<file path="src/hw/rtl/nps_pkg.sv">
// ----------------------------------------------------------------------------
// Nearest point search package
// Shared widths, request codes and the front-to-back control struct.
// ----------------------------------------------------------------------------
package nps_pkg;

    localparam int SLOT_W  = 10;
    localparam int CNT_W   = 11;
    localparam int IDX_W   = 10;
    localparam int DIST_W  = 50;

    // Command queue between the front and the back.
    localparam int QDEPTH  = 4;
    localparam int QPTR_W  = 2;
    localparam int QCNT_W  = 3;

    // Request kinds.
    localparam logic KIND_LOAD  = 1'b0;
    localparam logic KIND_QUERY = 1'b1;

    localparam logic [DIST_W-1:0] DIST_MAX = '1;

    // Head of the command queue as seen by the back end.
    typedef struct packed {
        logic valid;
        logic query;
    } t_cmd_ctl;

endpackage

</file>
<file path="src/hw/rtl/nps_front.sv">
// ----------------------------------------------------------------------------
// Nearest point search front end
// Accepts requests, drops loads to slots outside the store and queues the
// rest in order for the back end.
// ----------------------------------------------------------------------------
module nps_front #(
    parameter int MAX_POINTS = 1024,
    parameter int COORD_BITS = 24
) (
    input  logic                          i_clk,
    input  logic                          i_rst_n,
    input  logic                          i_in_valid,
    output logic                          o_in_ready,
    input  logic                          i_kind,
    input  logic [nps_pkg::SLOT_W-1:0]    i_slot,
    input  logic signed [COORD_BITS-1:0]  i_coord_x,
    input  logic signed [COORD_BITS-1:0]  i_coord_y,
    input  logic signed [COORD_BITS-1:0]  i_coord_z,
    output nps_pkg::t_cmd_ctl             o_head,
    output logic [nps_pkg::SLOT_W-1:0]    o_head_slot,
    output logic [3*COORD_BITS-1:0]       o_head_point,
    input  logic                          i_pop
);
    import nps_pkg::*;

    logic                    r_q_kind  [QDEPTH];
    logic [SLOT_W-1:0]       r_q_slot  [QDEPTH];
    logic [3*COORD_BITS-1:0] r_q_point [QDEPTH];
    logic [QPTR_W-1:0]       r_wr_ptr;
    logic [QPTR_W-1:0]       r_rd_ptr;
    logic [QCNT_W-1:0]       r_count;
    logic                    w_in_range;
    logic                    w_push;
    logic                    w_pop;

    assign o_in_ready = (r_count != QCNT_W'(QDEPTH));
    assign w_in_range = (17'(i_slot) < 17'(MAX_POINTS));
    // A load to a slot beyond the store is accepted and then forgotten.
    assign w_push     = i_in_valid && o_in_ready && (i_kind == KIND_QUERY || w_in_range);
    assign w_pop      = i_pop && (r_count != '0);

    always_ff @(posedge i_clk) begin
        if (!i_rst_n) begin
            r_wr_ptr <= '0;
            r_rd_ptr <= '0;
            r_count  <= '0;
        end else begin
            if (w_push) begin
                r_wr_ptr <= r_wr_ptr + QPTR_W'(1);
            end
            if (w_pop) begin
                r_rd_ptr <= r_rd_ptr + QPTR_W'(1);
            end
            if (w_push && !w_pop) begin
                r_count <= r_count + QCNT_W'(1);
            end else if (!w_push && w_pop) begin
                r_count <= r_count - QCNT_W'(1);
            end
        end
    end

    always_ff @(posedge i_clk) begin
        if (w_push) begin
            r_q_kind[r_wr_ptr]  <= i_kind;
            r_q_slot[r_wr_ptr]  <= i_slot;
            r_q_point[r_wr_ptr] <= {i_coord_z, i_coord_y, i_coord_x};
        end
    end

    assign o_head.valid = (r_count != '0);
    assign o_head.query = (r_q_kind[r_rd_ptr] == KIND_QUERY);
    assign o_head_slot  = r_q_slot[r_rd_ptr];
    assign o_head_point = r_q_point[r_rd_ptr];

endmodule

</file>
<file path="config.mk">
export PLATFORM = sky130hd
export DESIGN_NAME = nps_front
export DESIGN_NICKNAME = d
export VERILOG_FILES = /design/src/hw/rtl/nps_pkg.sv /design/src/hw/rtl/nps_front.sv
export SDC_FILE = /design/constraint.sdc
export NUM_CORES = 1
export LEC_CHECK = 0
export BUFFER_PORTS_ARGS = -buffer_cell sky130_fd_sc_hd__buf_2
export CAP_MARGIN = 25
export CORE_MARGIN = 2
export CORE_UTILIZATION = 53
export CTS_BUF_LIST = sky130_fd_sc_hd__clkbuf_8
export CTS_CLUSTER_DIAMETER = 120
export DETAILED_ROUTE_END_ITERATION = 10
export PLACE_DENSITY = 0.77
export SYNTH_ARGS = -nofsm -noshare
export SYNTH_HDL_FRONTEND = slang
export SYNTH_SLANG_ARGS = --single-unit
</file>
<file path="constraint.sdc">
create_clock -name i_clk -period 3.25 [get_ports i_clk]
set_clock_uncertainty 0.2 [all_clocks]
set_input_delay 0.325 -clock i_clk [delete_from_list [all_inputs] [get_ports i_clk]]
set_output_delay 0.325 -clock i_clk [all_outputs]
set_load 0.02 [all_outputs]
</file>
==> impl_metrics.env <==
export IMPL_status="finished clean"
export IMPL_grt_pass1_vias=6510
export IMPL_endpoint_kind="output port"
export IMPL_start_kind="flop"
export IMPL_clk_pin_slew_worst_paths_ns=0.06
export IMPL_fin_crit_ns=2.72
export IMPL_cp_arrival_ns=2.19
export IMPL_synthTopCellsByArea="edfxtp_1 80%, mux4_2 15%, dfxtp_1 1.4%"
export IMPL_synth_area_leader_cell="edfxtp_1"
export IMPL_ir_worst_vdd_v=0.000376
export IMPL_yosysMostFrequentCell="edfxtp_1"
export IMPL_worstPathRequired_ns=2.72
export IMPL_slowest_stage="dfxtp_4"
export IMPL_powerDensity_nw_per_um2=755
export IMPL_gp_congestion=0.703
export IMPL_rsz0062_at_grt="false"
export IMPL_fin_crit_sh_pct=83.6
export IMPL_via_per_inst=5.28
export IMPL_setup_viol=0
export IMPL_p_sw_share_pct=29.3
export IMPL_max_freq_ghz=0.368
export IMPL_pwr_share_comb_pct=26.7
export IMPL_worstMarginPinSlew_ns=0.542
export IMPL_overflow=0
export IMPL_async_flop_share_pct=0
export IMPL_pwr_share_seq_pct=47.0
export IMPL_drcViolationCount=0
export IMPL_synth_main_ff_cell="edfxtp_1"
export IMPL_cts_made_buffers=52
export IMPL_holdCritPathClass="in2reg"
export IMPL_postCtsSetupBuffers=0
export IMPL_crit_path_max_fanout=32
export IMPL_seqCellArea_um2=10200
export IMPL_layout_nets=877
export IMPL_criticalPathCategory="reg2out"
export IMPL_p_int_uw=8270
export IMPL_setup_tns_ns=0
export IMPL_area_delta_synth_final_pct=24.5
export IMPL_cts_root_buf="clkbuf_8"
export IMPL_avgSynthCellArea_um2=25.9
export IMPL_ys_warn_count=0
export IMPL_ant_nets=0
export IMPL_drt_initial_drc_count=419
export IMPL_final_cell_area_um2=15500
export IMPL_synth_top_area_share_pct=80.0
export IMPL_row_count=56
export IMPL_p_sw_uw=3430
export IMPL_ys_seq_area_share_pct=81.5
export IMPL_synth_edf_count=332
export IMPL_core_um2=23300
export IMPL_grt_pass1_wl_um=35300
export IMPL_layout_drive_gt1_share_pct=40.5
export IMPL_p_leak_uw=0.00532
export IMPL_cp_slowest_stage_delay_ns=0.68
export IMPL_vias=6039
export IMPL_cts_sinks=341
export IMPL_synth_top_cells_by_count="332 x edfxtp_1, 83 x mux4_2, 9 x buf_2, 9 x dfxtp_1"
export IMPL_power_frac_clock_pct=26.2
export IMPL_wl_per_cell_um=20.6
export IMPL_fp_dieW_um=157
export IMPL_grt_max_degree=34
export IMPL_clk_path_buf_depth=3
export IMPL_n_fill_cell=1509
export IMPL_syn_area_um2=12500
export IMPL_first_pass_iters=5
export IMPL_cap_viol_max_count=0
export IMPL_synth_nets=574
export IMPL_multi_input_area_um2=2160
export IMPL_antenna_found_initial=2
export IMPL_ioPinCount=172
export IMPL_hpwl_um=13700
export IMPL_cts_tree="built"
export IMPL_start_util_pct=53.5
export IMPL_crit_chain="buf_4 > mux4_2 > buf_2"
export IMPL_max_slew_margin_rel_pct=63.8
export IMPL_finalHoldViolations=0
export IMPL_drt_total_wl_um=23500
export IMPL_holdWs_ns=0.0564
export IMPL_clk_latency_ns=0.55
export IMPL_report_final_slew_viol_count=0
export IMPL_io_buffers=171
export IMPL_ys_types=22
export IMPL_ys_ff_latch=341
export IMPL_die_y_um=157
export IMPL_track_usage_pct=19.1
export IMPL_die_area_um2=24700
export IMPL_htree_levels=2
export IMPL_placed_area_um2=13800
export IMPL_syn_inst=481
## path summary, 6_finish.rpt
path | startpoint | endpoint | slack (ns) | depth (start not counted)
worst max-delay path | flop | o_head_point[26] | 0.53 | 3
worst min-delay path | i_pop | flop | 0.06 | 4
worst max register to register | r_count[0] | r_count[2] | 0.65 | 8
worst min register to register | r_wr_ptr[0] | r_wr_ptr[0] | 0.33 | 2
## placed cells by master, fill, tap and decap left out
| cell type | netlist | routed |
|---|---|---|
| a21boi_0 | 1 | 1 |
| a21boi_2 | 1 | 1 |
| and2_1 | 8 | 4 |
| and2_4 | 0 | 4 |
| buf_12 | 0 | 6 |
| buf_2 | 9 | 171 |
| buf_4 | 0 | 7 |
| bufinv_16 | 0 | 1 |
| clkbuf_8 | 0 | 52 |
| clkinv_1 | 0 | 19 |
| clkinv_2 | 0 | 2 |
| clkinvlp_4 | 0 | 2 |
| dfxtp_1 | 9 | 7 |
| dfxtp_4 | 0 | 2 |
| diode_2 | 0 | 1 |
| dlygate4sd3_1 | 0 | 84 |
| edfxtp_1 | 332 | 332 |
| fa_1 | 1 | 1 |
| ha_1 | 5 | 5 |
| inv_1 | 3 | 19 |
| inv_6 | 0 | 1 |
| mux2i_1 | 3 | 3 |
| mux4_2 | 83 | 83 |
| nand2_1 | 5 | 5 |
| nor2_1 | 1 | 1 |
| nor2b_1 | 1 | 1 |
| o21ai_0 | 1 | 1 |
| o311ai_1 | 1 | 1 |
| o31ai_2 | 1 | 1 |
| or3_1 | 2 | 2 |
| xnor2_1 | 3 | 3 |
| xor2_1 | 1 | 1 |
## repair_timing
action	4_1_cts	5_1_grt
resized for setup	0	0
hold endpoints to repair	341	0
hold buffers	84	0
## final cells by class
cell class | instances | area share, %
Antenna cell | 1 | 0.0161
Clock buffer | 52 | 4.61
Clock inverter | 41 | 1.26
Inverter | 3 | 0.0726
Multi-Input combinational cell | 118 | 13.9
Sequential cell | 341 | 65.5
Tap cell | 319 | 2.57
Timing Repair Buffer | 268 | 12.0
## flip-flops by register name (all words and copies together), names as in the netlist, named ones only
register,cells
r_count,3
r_q_kind,4
r_q_point,288
r_q_slot,40
r_rd_ptr,2
r_wr_ptr,2
## power groups by stage
stage	Clock, uW	Sequential, uW	Combinational (uW)
3_5_place_dp	0	5590	3090
6_report	3070	5510	3130
5_1_grt	3360	5540	3350
3_3_place_gp	0	5550	3040
2_1_floorplan	0	5520	2220
4_1_cts	3160	5510	3180
## critical path, delay by kind of cell, from the launching register on
kind / cells / cell delay [ns]
buffers and inverters: 2 / 0.58
DFF: 1 / 0.68
muxes: 1 / 0.37
## kinds of logic (layout without fill, tap and decap cells)
family,Yosys count,in the layout,share of synthesized area [%]
adder cells (fa/ha/maj),6,6,0.663
AO/OA/AOI/OAI,5,5,0.362
other,0,1,0
AND/OR/NAND/NOR,17,17,0.733
buffers and inverters,22,364,1.24
multiplexers,86,86,15.2
flip-flops,341,341,81.5
XOR/XNOR,4,4,0.281
## stage by stage
step,util (%),worst slack [ns],total power [uW],cells
after floorplan,-,0.731,7740,481
after global placement,59.1,0.823,8600,965
after detailed placement,59.1,0.635,8680,965
after CTS,66.7,0.443,11900,1142
after global routing,66.7,0.400,12200,1143
final,66.7,0.532,11700,1143
## layer usage
metal	vias up	part of all wire (%)	global-route usage [%]
li1	2680	-	-
met1	3089	39	24.6
met2	223	52	31.8
met3	45	6.7	4.98
met4	2	2.1	6.75
met5	-	0.055	0
Note: power is estimated with default switching activity, not from simulation.
